[config.mk]
export PLATFORM = sky130hd
export DESIGN_NAME = contiguous_entry_bitmap_allocator
export DESIGN_NICKNAME = d
export VERILOG_FILES = /design/src/rtl/ceba_pkg.sv /design/src/rtl/ceba_ram.sv /design/src/rtl/ceba_div.sv /design/src/rtl/contiguous_entry_bitmap_allocator.sv
export SDC_FILE = /design/constraint.sdc
export NUM_CORES = 1
export LEC_CHECK = 0
export ABC_AREA = 1
export BUFFER_PORTS_ARGS = -buffer_cell sky130_fd_sc_hd__buf_2
export CORE_MARGIN = 5
export CORE_UTILIZATION = 64
export DETAILED_ROUTE_END_ITERATION = 10
export GPL_TIMING_DRIVEN = 0
export MAX_ROUTING_LAYER = met4
export PLACE_DENSITY = 0.88
export SLEW_MARGIN = 20
export SYNTH_ARGS = -nofsm -noshare
export SYNTH_HDL_FRONTEND = slang
export SYNTH_SLANG_ARGS = --single-unit
[constraint.sdc]
create_clock -name clk_i -period 16.1 [get_ports clk_i]
set_input_delay 0 -clock clk_i [delete_from_list [all_inputs] [get_ports clk_i]]
set_output_delay 0 -clock clk_i [all_outputs]
set_load 0.05 [all_outputs]
[src/rtl/ceba_pkg.sv]
`default_nettype none

package ceba_pkg;

  localparam int unsigned MAX_ENTRIES_DEF = 64;

  localparam int unsigned OP_W      = 2;
  localparam int unsigned START_W   = 6;
  localparam int unsigned LEN_W     = 14;
  localparam int unsigned STATUS_W  = 2;
  localparam int unsigned USED_W    = 7;
  localparam int unsigned EC_W      = 7;
  localparam int unsigned EB_W      = 8;
  localparam int unsigned S_TDATA_W = 24;
  localparam int unsigned M_TDATA_W = 16;

  localparam int unsigned CFG_IDX_W  = 2;
  localparam int unsigned CFG_DATA_W = 8;

  localparam logic [CFG_IDX_W-1:0] CFG_ENTRY_COUNT = 2'd0;
  localparam logic [CFG_IDX_W-1:0] CFG_ENTRY_BYTES = 2'd1;

  localparam logic [EC_W-1:0] ENTRY_COUNT_RST = 7'd64;
  localparam logic [EB_W-1:0] ENTRY_BYTES_RST = 8'd16;

  // dividend is length plus divisor minus one, one bit wider than the length
  localparam int unsigned DIV_W     = LEN_W + 1;
  localparam int unsigned DIV_CNT_W = 4;

  typedef enum logic [OP_W-1:0] {
    OP_ALLOC   = 2'd0,
    OP_RELEASE = 2'd1,
    OP_MARK    = 2'd2,
    OP_PACK    = 2'd3
  } op_e;

  typedef enum logic [STATUS_W-1:0] {
    ST_DONE    = 2'd0,
    ST_COMPACT = 2'd1,
    ST_EVICT   = 2'd2,
    ST_INVALID = 2'd3
  } status_e;

  typedef enum logic [3:0] {
    S_CLEAR,
    S_IDLE,
    S_CHECK,
    S_DIV,
    S_SCAN,
    S_FILL,
    S_RANGE,
    S_COUNT,
    S_PACK,
    S_DONE
  } fsm_e;

  typedef struct packed {
    logic             start;
    logic [DIV_W-1:0] dividend;
    logic [EB_W-1:0]  divisor;
  } div_req_t;

  typedef struct packed {
    logic             done;
    logic [DIV_W-1:0] quotient;
  } div_rsp_t;

endpackage

`default_nettype wire

[src/rtl/ceba_ram.sv]
`default_nettype none

module ceba_ram #(
  parameter int unsigned WIDTH = 1,
  parameter int unsigned DEPTH = 64
) (
  input  wire logic                     clk_i,
  input  wire logic                     we_i,
  input  wire logic [$clog2(DEPTH)-1:0] waddr_i,
  input  wire logic [WIDTH-1:0]         wdata_i,
  input  wire logic [$clog2(DEPTH)-1:0] raddr_i,
  output logic      [WIDTH-1:0]         rdata_o
);

  logic [WIDTH-1:0] mem_q [DEPTH];
  logic [WIDTH-1:0] rdata_q;

  always_ff @(posedge clk_i) begin
    if (we_i) begin
      mem_q[waddr_i] <= wdata_i;
    end
    rdata_q <= mem_q[raddr_i];
  end

  assign rdata_o = rdata_q;

endmodule

`default_nettype wire

[src/rtl/ceba_div.sv]
`default_nettype none

module ceba_div (
  input  wire logic                clk_i,
  input  wire logic                rst_ni,
  input  wire ceba_pkg::div_req_t  req_i,
  output ceba_pkg::div_rsp_t       rsp_o
);

  localparam int unsigned DW = ceba_pkg::DIV_W;
  localparam int unsigned BW = ceba_pkg::EB_W;
  localparam int unsigned CW = ceba_pkg::DIV_CNT_W;

  logic [BW:0]   rem_q, rem_d;
  logic [DW-1:0] quo_q, quo_d;
  logic [BW-1:0] dvs_q, dvs_d;
  logic [CW-1:0] cnt_q, cnt_d;
  logic          busy_q, busy_d;
  logic          done_q, done_d;

  logic [BW:0]   rem_sh;
  logic [BW:0]   diff;
  logic          ge;

  // restoring division, one quotient bit a cycle, msb first
  always_comb begin
    rem_sh = {rem_q[BW-1:0], quo_q[DW-1]};
    ge     = rem_sh >= {1'b0, dvs_q};
    diff   = rem_sh - {1'b0, dvs_q};
    rem_d  = rem_q;
    quo_d  = quo_q;
    dvs_d  = dvs_q;
    cnt_d  = cnt_q;
    busy_d = busy_q;
    done_d = 1'b0;
    if (req_i.start) begin
      rem_d  = '0;
      quo_d  = req_i.dividend;
      dvs_d  = req_i.divisor;
      cnt_d  = '0;
      busy_d = 1'b1;
    end else if (busy_q) begin
      rem_d = ge ? diff : rem_sh;
      quo_d = {quo_q[DW-2:0], ge};
      cnt_d = cnt_q + CW'(1);
      if (cnt_q == CW'(DW - 1)) begin
        busy_d = 1'b0;
        done_d = 1'b1;
      end
    end
  end

  always_ff @(posedge clk_i or negedge rst_ni) begin
    if (!rst_ni) begin
      busy_q <= 1'b0;
      done_q <= 1'b0;
      cnt_q  <= '0;
    end else begin
      busy_q <= busy_d;
      done_q <= done_d;
      cnt_q  <= cnt_d;
    end
  end

  always_ff @(posedge clk_i) begin
    rem_q <= rem_d;
    quo_q <= quo_d;
    dvs_q <= dvs_d;
  end

  assign rsp_o.done     = done_q;
  assign rsp_o.quotient = quo_q;

endmodule

`default_nettype wire

[src/rtl/contiguous_entry_bitmap_allocator.sv]
`default_nettype none

// First-fit allocator over a bitmap of fixed-size storage entries, kept in a one-bit-wide
// RAM of MAX_ENTRIES words and walked one entry a cycle by a small sequencer. After reset
// the block sweeps every RAM word clear before it raises s_axis_tready. One beat is taken
// at a time; an allocate runs a check, a serial ceiling division, a scan of the active
// entries, a fill of the allocated entries and a hand-over; release and mark run the check,
// the division, a walk over the active entries and the hand-over; pack counts and rewrites
// the bitmap; for an invalid length the used entries are counted before the reply. The bitmap
// walks go through the RAM read port. A finished result waits in an output register so the
// next beat can be taken.

module contiguous_entry_bitmap_allocator #(
  parameter int unsigned MAX_ENTRIES = ceba_pkg::MAX_ENTRIES_DEF
) (
  input  wire logic                            clk_i,
  input  wire logic                            rst_ni,
  // configuration writes
  input  wire logic                            cfg_valid_i,
  output logic                                 cfg_ready_o,
  input  wire logic [ceba_pkg::CFG_IDX_W-1:0]  cfg_index_i,
  input  wire logic [ceba_pkg::CFG_DATA_W-1:0] cfg_data_i,
  // request stream
  input  wire logic                            s_axis_tvalid,
  output logic                                 s_axis_tready,
  // start_entry [5:0], value_length [19:6], zero [23:20]
  input  wire logic [ceba_pkg::S_TDATA_W-1:0]  s_axis_tdata,
  // opcode [1:0]
  input  wire logic [ceba_pkg::OP_W-1:0]       s_axis_tuser,
  // result stream
  output logic                                 m_axis_tvalid,
  input  wire logic                            m_axis_tready,
  // found_start [5:0], used_entries [12:6], zero [15:13]
  output logic      [ceba_pkg::M_TDATA_W-1:0]  m_axis_tdata,
  // status [1:0]
  output logic      [ceba_pkg::STATUS_W-1:0]   m_axis_tuser
);

  localparam int unsigned AW    = $clog2(MAX_ENTRIES);
  localparam int unsigned IDX_W = $clog2(MAX_ENTRIES + 1);
  localparam int unsigned WW    = ((IDX_W > ceba_pkg::USED_W) ? IDX_W : ceba_pkg::USED_W) + 1;
  localparam int unsigned PW0   = IDX_W + ceba_pkg::EB_W;
  localparam int unsigned PW    = (PW0 > ceba_pkg::LEN_W) ? PW0 : ceba_pkg::LEN_W;
  localparam int unsigned SW    = ceba_pkg::START_W;
  localparam int unsigned LW    = ceba_pkg::LEN_W;
  localparam int unsigned UW    = ceba_pkg::USED_W;
  localparam int unsigned DW    = ceba_pkg::DIV_W;

  ceba_pkg::fsm_e    state_q, state_d;
  logic [IDX_W-1:0]  idx_q, idx_d;
  ceba_pkg::op_e     op_q, op_d;
  logic [SW-1:0]     start_q, start_d;
  logic [LW-1:0]     len_q, len_d;
  logic [IDX_W-1:0]  k_q, k_d;
  logic [IDX_W-1:0]  end_q, end_d;
  logic [IDX_W-1:0]  free_q, free_d;
  logic [IDX_W-1:0]  run_q, run_d;
  logic [IDX_W-1:0]  cnt_q, cnt_d;
  logic [IDX_W-1:0]  found_q, found_d;
  logic              hit_q, hit_d;
  ceba_pkg::status_e status_q, status_d;

  logic              rd_vld_q, rd_vld_d;
  logic [IDX_W-1:0]  rd_idx_q, rd_idx_d;
  logic              rd_inr_q, rd_inr_d;

  logic [ceba_pkg::EC_W-1:0] ecount_q;
  logic [ceba_pkg::EB_W-1:0] ebytes_q;

  logic              m_valid_q, m_valid_d;
  ceba_pkg::status_e out_status_q;
  logic [SW-1:0]     out_found_q;
  logic [UW-1:0]     out_used_q;
  logic              out_load;

  logic              ram_we;
  logic              ram_wdata;
  logic              ram_rdata;
  logic [AW-1:0]     ram_addr;

  ceba_pkg::div_req_t div_req;
  ceba_pkg::div_rsp_t div_rsp;

  logic [WW-1:0]     n_w;
  logic [IDX_W-1:0]  n;
  logic [ceba_pkg::EB_W-1:0] b;
  logic [PW0-1:0]    prod;
  logic              issue;
  logic              inr;
  logic              walk_done;
  logic [IDX_W-1:0]  run_n;
  logic [WW-1:0]     found_w;
  logic [WW-1:0]     used_w;

  // active entry count and effective entry size
  always_comb begin
    n_w  = (WW'(ecount_q) > WW'(MAX_ENTRIES)) ? WW'(MAX_ENTRIES) : WW'(ecount_q);
    n    = n_w[IDX_W-1:0];
    b    = (ebytes_q == '0) ? ceba_pkg::EB_W'(1) : ebytes_q;
    prod = PW0'(n) * PW0'(b);
  end

  assign cfg_ready_o = 1'b1;

  always_ff @(posedge clk_i or negedge rst_ni) begin
    if (!rst_ni) begin
      ecount_q <= ceba_pkg::ENTRY_COUNT_RST;
      ebytes_q <= ceba_pkg::ENTRY_BYTES_RST;
    end else if (cfg_valid_i) begin
      if (cfg_index_i == ceba_pkg::CFG_ENTRY_COUNT) begin
        ecount_q <= cfg_data_i[ceba_pkg::EC_W-1:0];
      end else if (cfg_index_i == ceba_pkg::CFG_ENTRY_BYTES) begin
        ebytes_q <= cfg_data_i[ceba_pkg::EB_W-1:0];
      end
    end
  end

  always_comb begin
    state_d  = state_q;
    idx_d    = idx_q;
    op_d     = op_q;
    start_d  = start_q;
    len_d    = len_q;
    k_d      = k_q;
    end_d    = end_q;
    free_d   = free_q;
    run_d    = run_q;
    cnt_d    = cnt_q;
    found_d  = found_q;
    hit_d    = hit_q;
    status_d = status_q;
    rd_idx_d = idx_q;
    rd_inr_d = 1'b0;
    ram_we    = 1'b0;
    ram_wdata = 1'b0;
    ram_addr  = idx_q[AW-1:0];
    out_load  = 1'b0;
    s_axis_tready = 1'b0;
    div_req.start    = 1'b0;
    div_req.dividend = DW'(len_q) + DW'(b) - DW'(1);
    div_req.divisor  = b;

    // walk over the active entries, read data comes back in the next cycle
    issue     = 1'b0;
    if (state_q == ceba_pkg::S_SCAN || state_q == ceba_pkg::S_RANGE ||
        state_q == ceba_pkg::S_COUNT) begin
      issue = WW'(idx_q) < n_w;
    end
    walk_done = !issue && !rd_vld_q;
    rd_vld_d  = issue;
    if (issue) begin
      idx_d = idx_q + IDX_W'(1);
    end
    inr   = (WW'(idx_q) >= WW'(start_q)) && ((WW'(idx_q) - WW'(start_q)) < WW'(k_q));
    run_n = run_q + IDX_W'(1);

    case (state_q)
      ceba_pkg::S_CLEAR: begin
        ram_we = 1'b1;
        if (WW'(idx_q) == WW'(MAX_ENTRIES - 1)) begin
          idx_d   = '0;
          state_d = ceba_pkg::S_IDLE;
        end else begin
          idx_d = idx_q + IDX_W'(1);
        end
      end
      ceba_pkg::S_IDLE: begin
        s_axis_tready = 1'b1;
        if (s_axis_tvalid) begin
          op_d    = ceba_pkg::op_e'(s_axis_tuser);
          start_d = s_axis_tdata[SW-1:0];
          len_d   = s_axis_tdata[SW+LW-1:SW];
          state_d = ceba_pkg::S_CHECK;
        end
      end
      ceba_pkg::S_CHECK: begin
        idx_d    = '0;
        free_d   = '0;
        run_d    = '0;
        cnt_d    = '0;
        hit_d    = 1'b0;
        found_d  = '0;
        status_d = ceba_pkg::ST_DONE;
        if (op_q == ceba_pkg::OP_PACK) begin
          state_d = ceba_pkg::S_COUNT;
        end else if (len_q == '0 || PW'(len_q) > PW'(prod)) begin
          status_d = ceba_pkg::ST_INVALID;
          state_d  = ceba_pkg::S_COUNT;
        end else begin
          div_req.start = 1'b1;
          state_d       = ceba_pkg::S_DIV;
        end
      end
      ceba_pkg::S_DIV: begin
        if (div_rsp.done) begin
          k_d   = div_rsp.quotient[IDX_W-1:0];
          idx_d = '0;
          if (op_q == ceba_pkg::OP_ALLOC) begin
            state_d = ceba_pkg::S_SCAN;
          end else begin
            state_d = ceba_pkg::S_RANGE;
          end
        end
      end
      ceba_pkg::S_SCAN: begin
        if (rd_vld_q) begin
          if (ram_rdata) begin
            run_d = '0;
          end else begin
            free_d = free_q + IDX_W'(1);
            run_d  = run_n;
            if (!hit_q && run_n == k_q) begin
              hit_d   = 1'b1;
              found_d = rd_idx_q + IDX_W'(1) - k_q;
            end
          end
        end
        if (walk_done) begin
          if (hit_q) begin
            idx_d   = found_q;
            end_d   = found_q + k_q;
            cnt_d   = n - free_q + k_q;
            state_d = ceba_pkg::S_FILL;
          end else begin
            status_d = (k_q <= free_q) ? ceba_pkg::ST_COMPACT : ceba_pkg::ST_EVICT;
            cnt_d    = n - free_q;
            state_d  = ceba_pkg::S_DONE;
          end
        end
      end
      ceba_pkg::S_FILL: begin
        if (idx_q < end_q) begin
          ram_we    = 1'b1;
          ram_wdata = 1'b1;
          idx_d     = idx_q + IDX_W'(1);
        end else begin
          state_d = ceba_pkg::S_DONE;
        end
      end
      ceba_pkg::S_RANGE: begin
        // entries in the range take the new value, the rest keep what is read back
        if (issue && inr) begin
          ram_we    = 1'b1;
          ram_wdata = (op_q == ceba_pkg::OP_MARK);
          rd_inr_d  = 1'b1;
        end
        if (rd_vld_q) begin
          if (rd_inr_q) begin
            cnt_d = cnt_q + IDX_W'(op_q == ceba_pkg::OP_MARK);
          end else begin
            cnt_d = cnt_q + IDX_W'(ram_rdata);
          end
        end
        if (walk_done) begin
          state_d = ceba_pkg::S_DONE;
        end
      end
      ceba_pkg::S_COUNT: begin
        if (rd_vld_q) begin
          cnt_d = cnt_q + IDX_W'(ram_rdata);
        end
        if (walk_done) begin
          if (op_q == ceba_pkg::OP_PACK) begin
            idx_d   = '0;
            state_d = ceba_pkg::S_PACK;
          end else begin
            state_d = ceba_pkg::S_DONE;
          end
        end
      end
      ceba_pkg::S_PACK: begin
        if (WW'(idx_q) < n_w) begin
          ram_we    = 1'b1;
          ram_wdata = idx_q < cnt_q;
          idx_d     = idx_q + IDX_W'(1);
        end else begin
          state_d = ceba_pkg::S_DONE;
        end
      end
      ceba_pkg::S_DONE: begin
        if (!m_valid_q || m_axis_tready) begin
          out_load = 1'b1;
          state_d  = ceba_pkg::S_IDLE;
        end
      end
      default: begin
        state_d = ceba_pkg::S_IDLE;
      end
    endcase
  end

  always_ff @(posedge clk_i or negedge rst_ni) begin
    if (!rst_ni) begin
      state_q  <= ceba_pkg::S_CLEAR;
      idx_q    <= '0;
      rd_vld_q <= 1'b0;
      hit_q    <= 1'b0;
    end else begin
      state_q  <= state_d;
      idx_q    <= idx_d;
      rd_vld_q <= rd_vld_d;
      hit_q    <= hit_d;
    end
  end

  always_ff @(posedge clk_i) begin
    op_q     <= op_d;
    start_q  <= start_d;
    len_q    <= len_d;
    k_q      <= k_d;
    end_q    <= end_d;
    free_q   <= free_d;
    run_q    <= run_d;
    cnt_q    <= cnt_d;
    found_q  <= found_d;
    status_q <= status_d;
    rd_idx_q <= rd_idx_d;
    rd_inr_q <= rd_inr_d;
  end

  // output register
  always_comb begin
    m_valid_d = m_valid_q;
    if (out_load) begin
      m_valid_d = 1'b1;
    end else if (m_axis_tready) begin
      m_valid_d = 1'b0;
    end
    found_w = WW'(found_q);
    used_w  = WW'(cnt_q);
  end

  always_ff @(posedge clk_i or negedge rst_ni) begin
    if (!rst_ni) begin
      m_valid_q <= 1'b0;
    end else begin
      m_valid_q <= m_valid_d;
    end
  end

  always_ff @(posedge clk_i) begin
    if (out_load) begin
      out_status_q <= status_q;
      out_found_q  <= found_w[SW-1:0];
      out_used_q   <= used_w[UW-1:0];
    end
  end

  assign m_axis_tvalid = m_valid_q;
  assign m_axis_tuser  = out_status_q;
  assign m_axis_tdata  = {(ceba_pkg::M_TDATA_W - SW - UW)'(0), out_used_q, out_found_q};

  ceba_ram #(
    .WIDTH (1),
    .DEPTH (MAX_ENTRIES)
  ) u_map (
    .clk_i   (clk_i),
    .we_i    (ram_we),
    .waddr_i (ram_addr),
    .wdata_i (ram_wdata),
    .raddr_i (ram_addr),
    .rdata_o (ram_rdata)
  );

  ceba_div u_div (
    .clk_i  (clk_i),
    .rst_ni (rst_ni),
    .req_i  (div_req),
    .rsp_o  (div_rsp)
  );

`ifndef SYNTHESIS
  a_fail_no_start: assert property (@(posedge clk_i) disable iff (!rst_ni)
    m_axis_tvalid && m_axis_tuser != ceba_pkg::ST_DONE |-> m_axis_tdata[SW-1:0] == '0)
    else $error("failed or rejected request carries a start entry");

  a_one_at_a_time: assert property (@(posedge clk_i) disable iff (!rst_ni)
    s_axis_tvalid && s_axis_tready |=> !s_axis_tready)
    else $error("second beat taken while one is at work");

  a_div_in_step: assert property (@(posedge clk_i) disable iff (!rst_ni)
    div_rsp.done |-> state_q == ceba_pkg::S_DIV)
    else $error("divider finished outside the division step");

  a_count_bound: assert property (@(posedge clk_i) disable iff (!rst_ni)
    state_q == ceba_pkg::S_DONE |-> WW'(cnt_q) <= n_w)
    else $error("used count exceeds active entries");

  a_no_write_on_read: assert property (@(posedge clk_i) disable iff (!rst_ni)
    state_q == ceba_pkg::S_SCAN || state_q == ceba_pkg::S_COUNT ||
    state_q == ceba_pkg::S_IDLE |-> !ram_we)
    else $error("bitmap written during a read-only walk");
`endif

endmodule

`default_nettype wire

==> impl_metrics.py, run 1 <==
metrics = {
    "routing": {
        "drt-total-wl_um": 37400,
        "viasPerCell": 5.63,
        "wl_per_cell_um": 16.8,
        "drtAntennaViolNets": 0,
        "drt_first_iter_violations": 1029,
        "dr.pass1.iters": 6,
        "num_vias": 12513,
        "drc": 0,
    },
    "clock_network": {
        "cts_tree": "done",
        "path_clk_slew_ns": 0.06,
        "cts_setup_buffers": 0,
        "clkLatencyLatePin_ns": 0.54,
        "h-tree-depth": 1,
        "root_buffer": "clkbuf_16",
        "cts-root-to-sink-buffers": 3,
        "cts_buffers": 25,
        "cts.sinks": 220,
    },
    "floorplanning": {
        "fp.dieH_um": 164,
        "rows": 56,
        "die_w_um": 164,
        "ios": 62,
        "die-area_um2": 26900,
        "initial_utilization": 0.649,
        "core-area_um2": 23400,
    },
    "layout": {
        "instances_no_fill": 2223,
        "area_delta_synth_final_pct": 12.8,
        "diodes": 0,
        "nets": 2116,
        "drive_above_1_share": 0.0804,
    },
    "placement": {
        "portBuffers": 53,
        "place_hpwl_um": 27200,
        "dpl_worst_slack_ns": 8.28,
        "dp.cells": 2140,
        "place.gp.congestion": 0.950,
    },
    "logic_synthesis": {
        "yosysTopAreaCell": "edfxtp_1",
        "synthTopCellsByArea": "edfxtp_1 (33%), ha_1 (13%), nand2_1 (8.6%)",
        "ys_seq_elements": 220,
        "synth_top_area_share": 0.332,
        "synth-seq-area-share": 0.412,
        "synth_edf_count": 168,
        "async_flop_share": 0.159,
        "synth_area_per_cell_um2": 8.63,
        "synthFlopType": "edfxtp_1",
        "ys.warnings.count": 0,
        "synth.most_common_cell": "nand2_1",
        "syn_inst": 1762,
        "synth_cell_types": 56,
        "netlist_area_um2": 15200,
        "synth_common_cells": "nand2_1 (349), inv_1 (313), nor2_1 (188)",
    },
    "sta": {
        "setup_ws_ns": 8.14,
        "layout_worst_path_cycle_share": 0.494,
        "slew_violations": 0,
        "finClkSkew_ns": 0.0240,
        "setup_viol": 0,
        "fmax_mhz": 126,
        "relSlewSlack": 0.350,
        "finalHoldViolCount": 0,
        "worst_pin_slew_ns": 0.969,
        "whs_ns": 0.0976,
        "period_needed_ns": 7.96,
        "rsz0062_at_grt": "no",
        "final.setup.tns_ns": 0,
    },
    "grt": {
        "use_met2": 0.494,
        "use_met1": 0.354,
        "grt_pass1_wl_um": 61000,
        "top_usage_layer": "met2",
        "grt_pass1_vias": 12559,
        "met3_usage": 0.0394,
        "grt_max_degree": 46,
        "grt_usage": 0.291,
        "grt-ovfl-total": 0,
        "antenna_found_initial": 0,
    },
    "job": {
        "cap_violations": 0,
    },
    "power_and_ir_drop": {
        "peakVddDrop_uv": 100,
        "power.density_nw_per_um2": 90.0,
        "power.leakage_nw": 8.43,
    },
    "worst_setup_path": {
        "crit_fanout": 15,
        "reg2reg_slack_ns": 8.14,
        "cp.arrival_ns": 8.12,
        "crit_slowest_cell": "dfstp_2",
        "cpPeakStageDelay_ns": 0.57,
        "critPathKind": "reg -> reg",
        "required_ns": 16.26,
        "crit_top_cell": "nand2_1",
        "worstSetupStartpointType": "flip-flop",
        "cp-end-kind": "flip-flop",
    },
    "run_status": {
        "outcome": "complete, no violations",
    },
    "min_path": {
        "min_path_type": "in -> reg",
    },
}
[worst paths after layout]
path / startpoint / endpoint / cells past startpoint
min in group asynchronous: rst_ni / state_q[1] / 2
worst max-delay path: ebytes_q[4] / u_div.quo_q[5] / 30
worst min register to register: status_q[0] / m_axis_tuser[0] / 0
max in group asynchronous: rst_ni / ebytes_q[5] / 2
worst min-delay path: cfg_index_i[1] / ecount_q[6] / 5
worst max register to register: ebytes_q[4] / u_div.quo_q[5] / 30
[area by class of cell]
class	count	area [µm²]
timing repair buffer	94	682
multi-input combinational	1183	7550
sequential	220	6260
clock inverter	8	113
clock buffer	38	734
inverter	331	1240
buffer	30	160
fill	1693	6260
tap	319	399
[power breakdown]
| part | switching [W] | internal, W | total [W] |
|---|---|---|---|
| registers | 0.00000838 | 0.000613 | 0.000622 |
| logic | 0.000211 | 0.000131 | 0.000343 |
| clock network | 0.000230 | 0.000348 | 0.000578 |
[layout by cell type (no fill, tap or decap), drive strengths merged, types with 10 or more instances in the layout]
| cell | netlist | layout |
|---|---|---|
| inv | 325 | 327 |
| o21ai | 97 | 97 |
| a21oi | 76 | 76 |
| nand3 | 69 | 69 |
| nor2 | 193 | 193 |
| dfrtp | 33 | 33 |
| nor3 | 24 | 24 |
| edfxtp | 168 | 168 |
| buf | 13 | 70 |
| xor2 | 53 | 53 |
| a221oi | 10 | 10 |
| xnor2 | 17 | 17 |
| nand4 | 18 | 18 |
| fa | 36 | 36 |
| dfxtp | 17 | 17 |
| nand2 | 358 | 358 |
| ha | 154 | 154 |
| dlygate4sd3 | 0 | 37 |
| clkbuf | 17 | 55 |
[routing by layer]
metal  up-vias  routed length (µm)  part of all wire
met4         0                1520             0.041
li1       6014                   -                 -
met5         -                   0                 0
met3       116                3040             0.081
met2       595               18300              0.49
met1      5788               14500              0.39
[registers in the layout (all words and copies together), names as in the netlist, 8 cells and up]
register / count
len_q: 14
u_map.mem_q: 64
u_div.dvs_q: 8
ebytes_q: 8
u_div.quo_q: 15
u_div.rem_q: 8
[per-stage QoR]
stage                     utilization  instance area [µm²]  total power [W]
after floorplan                     -                15200         0.000880
after global placement          0.678                15900         0.000945
after detailed placement        0.681                15900         0.000958
after CTS                       0.733                17100          0.00154
after global routing            0.733                17100          0.00162
final                           0.733                17100          0.00154
[worst max-delay path: cells and delay by family, from the launching register on]
family | cells | cell delay [ns]
AOI/OAI and AO/OA | 2 | 0.34
xor gates and xnor gates | 1 | 0.17
adders and majority gates | 6 | 2.75
buffers and inverters | 6 | 0.88
DFF | 1 | 0.57
and+or+nand+nor | 15 | 2.82
[logic make-up after synthesis]
kind of cell | count (synthesis) | share of synthesized area
flip-flops | 220 | 0.412
buffers and inverters | 361 | 0.0924
AND/OR/NAND/NOR | 677 | 0.189
other | 2 | 0.000494
XOR/XNOR | 70 | 0.0403
adder cells (fa/ha/maj) | 190 | 0.174
AO/OA/AOI/OAI | 242 | 0.0919
[repair_timing]
item	4_1_cts	5_1_grt
hold buffers	37	0
hold endpoints to repair	71	0
setup endpoints to repair	0	0
resized for setup	0	0
Note: power is estimated with default switching activity, not from simulation.
==> run 2: changes to the inputs <==
CORE_UTILIZATION = 57   (was 64)
PLACE_DENSITY = 0.83   (was 0.88)
clock period = 6.9 ns   (was 16.1 ns; I/O delays follow)
==> run 2 against run 1 <==
Die area rose by 12%. Clock power is 130% higher. Total power rose by 130%. Global-route usage is 4.0 points lower. Largest power group unchanged.
==> impl_metrics.py, run 2 (synthesis gave the netlist of run 1 again) <==
metrics = {
    "placement": {
        "place.gp.congestion": 0.936,
        "dp.cells": 2155,
        "portBuffers": 53,
        "place_hpwl_um": 27400,
        "dpl_worst_slack_ns": -1.02,
    },
    "routing": {
        "dr.pass1.iters": 6,
        "drc": 0,
        "viasPerCell": 5.64,
        "drt_first_iter_violations": 1414,
        "wl_per_cell_um": 16.7,
        "drtAntennaViolNets": 0,
        "num_vias": 12667,
        "drt-total-wl_um": 37400,
    },
    "layout": {
        "fillers": 1969,
        "area_delta_synth_final_pct": 13.8,
        "top_register": "u_map.mem_q",
        "largest_reg_flops": 64,
        "instances_no_fill": 2244,
        "final_cell_mix": "nand2_1 (343), inv_1 (308), nor2_1 (185), edfxtp_1 (168), ha_1 (153)",
        "largestRegisters": "u_map.mem_q: 64 flops, u_div.quo_q: 15 flops, len_q: 14 flops",
        "nets": 2122,
        "utilization": 0.662,
        "diodes": 0,
        "drive_above_1_share": 0.0922,
        "final_common_cell": "nand2_1",
    },
    "floorplanning": {
        "rows": 59,
        "ios": 62,
        "die_w_um": 173,
        "initial_utilization": 0.582,
        "core-area_um2": 26100,
        "die-area_um2": 30000,
        "fp.dieH_um": 173,
    },
    "clock_network": {
        "cts-root-to-sink-buffers": 3,
        "h-tree-depth": 1,
        "path_clk_slew_ns": 0.06,
        "clkLatencyLatePin_ns": 0.54,
        "cts_tree": "done",
        "cts.sinks": 220,
        "root_buffer": "clkbuf_16",
        "cts_buffers": 24,
    },
    "sta": {
        "finClkSkew_ns": 0.0180,
        "whs_ns": 0.134,
        "slew_violations": 0,
        "layout_worst_path_cycle_share": 0.952,
        "setup_viol": 0,
        "period_needed_ns": 6.57,
        "final.setup.tns_ns": 0,
        "worst_pin_slew_ns": 1.01,
        "relSlewSlack": 0.324,
        "setup_ws_ns": 0.331,
        "fmax_mhz": 152,
        "finalHoldViolCount": 0,
    },
    "worst_setup_path": {
        "crit_slowest_cell": "fa_1",
        "crit_top_cell": "nand2_1",
        "worstRegToRegCells": 30,
        "cpPeakStageDelay_ns": 0.56,
        "crit_fanout": 8,
        "cp-end-kind": "flip-flop",
        "cp_num_buf_inv": 6,
        "cp.arrival_ns": 6.80,
        "required_ns": 7.13,
        "crit_family": "adder cells",
        "worstSetupStartpointType": "flip-flop",
        "reg2reg_slack_ns": 0.33,
        "critPathKind": "reg -> reg",
        "reg2reg_from": "ecount_q[0]",
        "r2r-end": "u_div.dvs_q[5]",
    },
    "power_and_ir_drop": {
        "power.leakage_nw": 8.44,
        "power.density_nw_per_um2": 208,
        "peakVddDrop_uv": 240,
    },
    "grt": {
        "antenna_found_initial": 0,
        "grt_pass1_wl_um": 60700,
        "grt_pass1_vias": 12440,
        "grt_max_degree": 42,
        "grt_usage": 0.251,
        "grt-ovfl-total": 0,
    },
    "job": {
        "cap_violations": 0,
    },
    "min_path": {
        "min_path_type": "in -> async",
    },
    "run_status": {
        "outcome": "complete, no violations",
    },
}
## run 2: per-stage QoR
step	area, µm²	power (W)
finish	17300	0.00359
global route	17300	0.00378
CTS	17200	0.00357
detailed placement	15900	0.00224
global placement	15900	0.00221
floorplan	15200	0.00205
## run 2: layout make-up
| type | instances | area, µm² | share of cell area |
|---|---|---|---|
| buffer | 30 | 174 | 0.0101 |
| clock buffer | 33 | 644 | 0.0373 |
| clock inverter | 11 | 154 | 0.00890 |
| inverter | 331 | 1260 | 0.0730 |
| multi-input combinational | 1183 | 7630 | 0.441 |
| sequential | 220 | 6260 | 0.362 |
| tap | 335 | 419 | 0.0242 |
| timing repair buffer | 100 | 737 | 0.0426 |
| timing repair inverter | 1 | 7.51 | 0.000434 |
## run 2: what timing repair did
item	in CTS	in global routing
hold buffers	38	0
cloned	0	1
pin swaps	1	1
setup endpoints to repair	54	53
setup buffers	1	5
resized for setup	14	27
endpoints found under the hold margin	77	0
## run 2: worst max-delay path by stage
| stage | startpoint | to | cells past startpoint |
|---|---|---|---|
| detailed placement | ebytes_q[4] | u_div.quo_q[11] | 30 |
| global placement | ebytes_q[4] | u_div.quo_q[10] | 30 |
| floorplan | ebytes_q[4] | u_div.quo_q[0] | 30 |
| finish | ecount_q[0] | u_div.dvs_q[5] | 30 |
| global route | ecount_q[0] | u_div.quo_q[10] | 31 |
| CTS | ecount_q[0] | u_div.quo_q[12] | 30 |
## run 2: routing by layer
metal	wire length, µm	GRT usage
met5	0	-
met4	1270	0.0875
met3	2990	0.0338
met2	18100	0.416
met1	15000	0.318
## run 2: power breakdown
part           internal, W  switching [W]  total [W]
clock network     0.000771       0.000546    0.00132
registers          0.00143      0.0000237    0.00145
logic             0.000321       0.000503   0.000824
total              0.00252        0.00107    0.00359
==> run 3: changes to the inputs <==
CORE_UTILIZATION = 49   (was 57)
PLACE_DENSITY = 0.74   (was 0.83)
==> run 3 against run 2 <==
Die area is 15% higher. Core utilization is 9.2 points lower. Via count is 3.3% lower. Largest cell class unchanged. Critical path depth stayed put. Flip-flop and latch count stayed put.
==> impl_metrics.py, run 3 (synthesis gave the netlist of run 1 again) <==
metrics = {
    "routing": {
        "viasPerCell": 5.31,
        "drt_first_iter_violations": 979,
        "drt-total-wl_um": 37400,
        "dr.pass1.iters": 6,
        "wl_per_cell_um": 16.2,
        "drtAntennaViolNets": 0,
        "drc": 0,
        "num_vias": 12250,
    },
    "clock_network": {
        "path_clk_slew_ns": 0.06,
        "cts_tree": "done",
        "cts.sinks": 220,
        "cts_buffers": 25,
        "clkLatencyLatePin_ns": 0.54,
        "h-tree-depth": 1,
        "root_buffer": "clkbuf_16",
        "cts-root-to-sink-buffers": 3,
    },
    "layout": {
        "largestRegisters": "u_map.mem_q: 64 flops, u_div.quo_q: 15 flops, len_q: 14 flops",
        "final_cell_mix": "nand2_1 (343), inv_1 (308), nor2_1 (186), edfxtp_1 (168), ha_1 (153)",
        "drive_above_1_share": 0.0921,
        "utilization": 0.570,
        "area_delta_synth_final_pct": 14.7,
        "largest_reg_flops": 64,
        "diodes": 0,
        "nets": 2124,
        "fillers": 2714,
        "final_common_cell": "nand2_1",
        "top_register": "u_map.mem_q",
    },
    "grt": {
        "antenna_found_initial": 0,
        "grt_pass1_vias": 12273,
        "grt_usage": 0.224,
        "grt_max_degree": 36,
        "grt-ovfl-total": 0,
        "grt_pass1_wl_um": 60700,
    },
    "power_and_ir_drop": {
        "combPwrFrac": 0.223,
        "clockPowerShare": 0.377,
        "seq_power_share": 0.400,
        "intPower_w": 0.00257,
        "power.density_nw_per_um2": 208,
        "swShare": 0.294,
        "peakVddDrop_uv": 212,
        "netSwitchingPower_w": 0.00107,
        "power.leakage_nw": 8.49,
    },
    "worst_setup_path": {
        "worstRegToRegCells": 30,
        "critPathKind": "reg -> reg",
        "required_ns": 7.14,
        "crit_fanout": 15,
        "cp-end-kind": "flip-flop",
        "cpPeakStageDelay_ns": 0.54,
        "crit_slowest_cell": "fa_1",
        "cp.arrival_ns": 6.81,
        "worstSetupStartpointType": "flip-flop",
        "crit_top_cell": "nand2_1",
    },
    "sta": {
        "fmax_mhz": 152,
        "relSlewSlack": 0.325,
        "setup_viol": 0,
        "layout_worst_path_cycle_share": 0.952,
        "finClkSkew_ns": 0.0133,
        "period_needed_ns": 6.57,
        "slew_violations": 0,
        "finalHoldViolCount": 0,
        "worst_pin_slew_ns": 1.01,
        "whs_ns": 0.0871,
    },
    "run_status": {
        "outcome": "complete, no violations",
    },
    "min_path": {
        "hold-path-cell-count": 4,
        "min_path_type": "in -> reg",
    },
    "floorplanning": {
        "core-area_um2": 30600,
        "die-area_um2": 34600,
        "die_w_um": 186,
        "ios": 62,
        "fp.dieH_um": 186,
        "rows": 64,
        "initial_utilization": 0.497,
    },
    "placement": {
        "place.gp.congestion": 0.967,
        "place_hpwl_um": 27700,
        "portBuffers": 53,
    },
    "job": {
        "cap_violations": 0,
    },
}
run 3: cell count changes in the layout (fill, tap and decap cells not counted), sizes merged:
cell	previous run	this run
inv	325	326
dlygate4sd3	38	40
clkinv	8	14
buf	75	74
nand4	18	19
clkbuf	50	47
clkinvlp	7	1
bufinv	3	4
run 3: critical path: cells and delay by family, from the launching register on:
kind	cells	cell delay [ns]
and+or+nand+nor	16	2.10
AOI/OAI and AO/OA	2	0.23
buffers and inverters	5	0.55
adders and majority gates	6	2.78
DFF	1	0.44
xor gates and xnor gates	1	0.17
run 3: power by group through the flow:
stage / Sequential (W) / Clock (W) / Combinational, W
final: 0.00145 / 0.00137 / 0.000811
after global routing: 0.00145 / 0.00146 / 0.000928
after CTS: 0.00145 / 0.00139 / 0.000792
after detailed placement: 0.00148 / 0 / 0.000765
after global placement: 0.00148 / 0 / 0.000738
after floorplan: 0.00147 / 0 / 0.000585
run 3: stage by stage:
step	power, W	worst slack, ns	cell area, µm²	std cells	TNS, ns
after detailed placement	0.00224	-0.966	16000	2217	-29.42
after floorplan	0.00205	0.393	15200	1764	0
after CTS	0.00364	0.0163	17300	2301	0
final	0.00363	0.328	17400	2306	0
after global routing	0.00384	-0.0373	17400	2306	-0.347
after global placement	0.00221	-0.896	16000	2213	-26.39
run 3: path summary, 6_finish.rpt:
| check | to | slack (ns) | from |
|---|---|---|---|
| setup / recovery | u_div.quo_q[13] | 0.33 | ecount_q[0] |
| hold / removal | len_q[10] | 0.09 | s_axis_tvalid |
| setup reg to reg | u_div.quo_q[13] | 0.33 | ecount_q[0] |
| hold reg to reg | m_axis_tuser[1] | 0.42 | status_q[1] |
| max in group asynchronous | ebytes_q[4] | 5.95 | rst_ni |
| min in group asynchronous | m_axis_tvalid | 0.41 | rst_ni |
run 3: routing by layer:
| metal | wire length [µm] | track usage | share of wire |
|---|---|---|---|
| met1 | 15900 | 0.286 | 0.43 |
| met2 | 18000 | 0.376 | 0.48 |
| met3 | 2340 | 0.0287 | 0.063 |
| met4 | 1120 | 0.0665 | 0.030 |
| met5 | 0 | - | 0 |
run 3: cell type report:
| type | instances | area, µm² | share of cell area |
|---|---|---|---|
| multi-input cells | 1184 | 7640 | 0.438 |
| flip-flops and latches | 220 | 6260 | 0.359 |
| inverters | 331 | 1250 | 0.0716 |
| repair buffers | 101 | 762 | 0.0437 |
| clock buffers | 30 | 644 | 0.0370 |
| well taps | 396 | 495 | 0.0284 |
| clock inverters | 14 | 190 | 0.0109 |
| plain buffers | 30 | 190 | 0.0109 |
run 3: repair_timing:
action / in CTS / in global routing
cloned: 0 / 1
setup endpoints to repair: 52 / 52
pin swaps: 2 / 1
endpoints found under the hold margin: 71 / 7
buffers inserted: 1 / 2
gates resized for setup: 10 / 31
hold buffers: 39 / 1
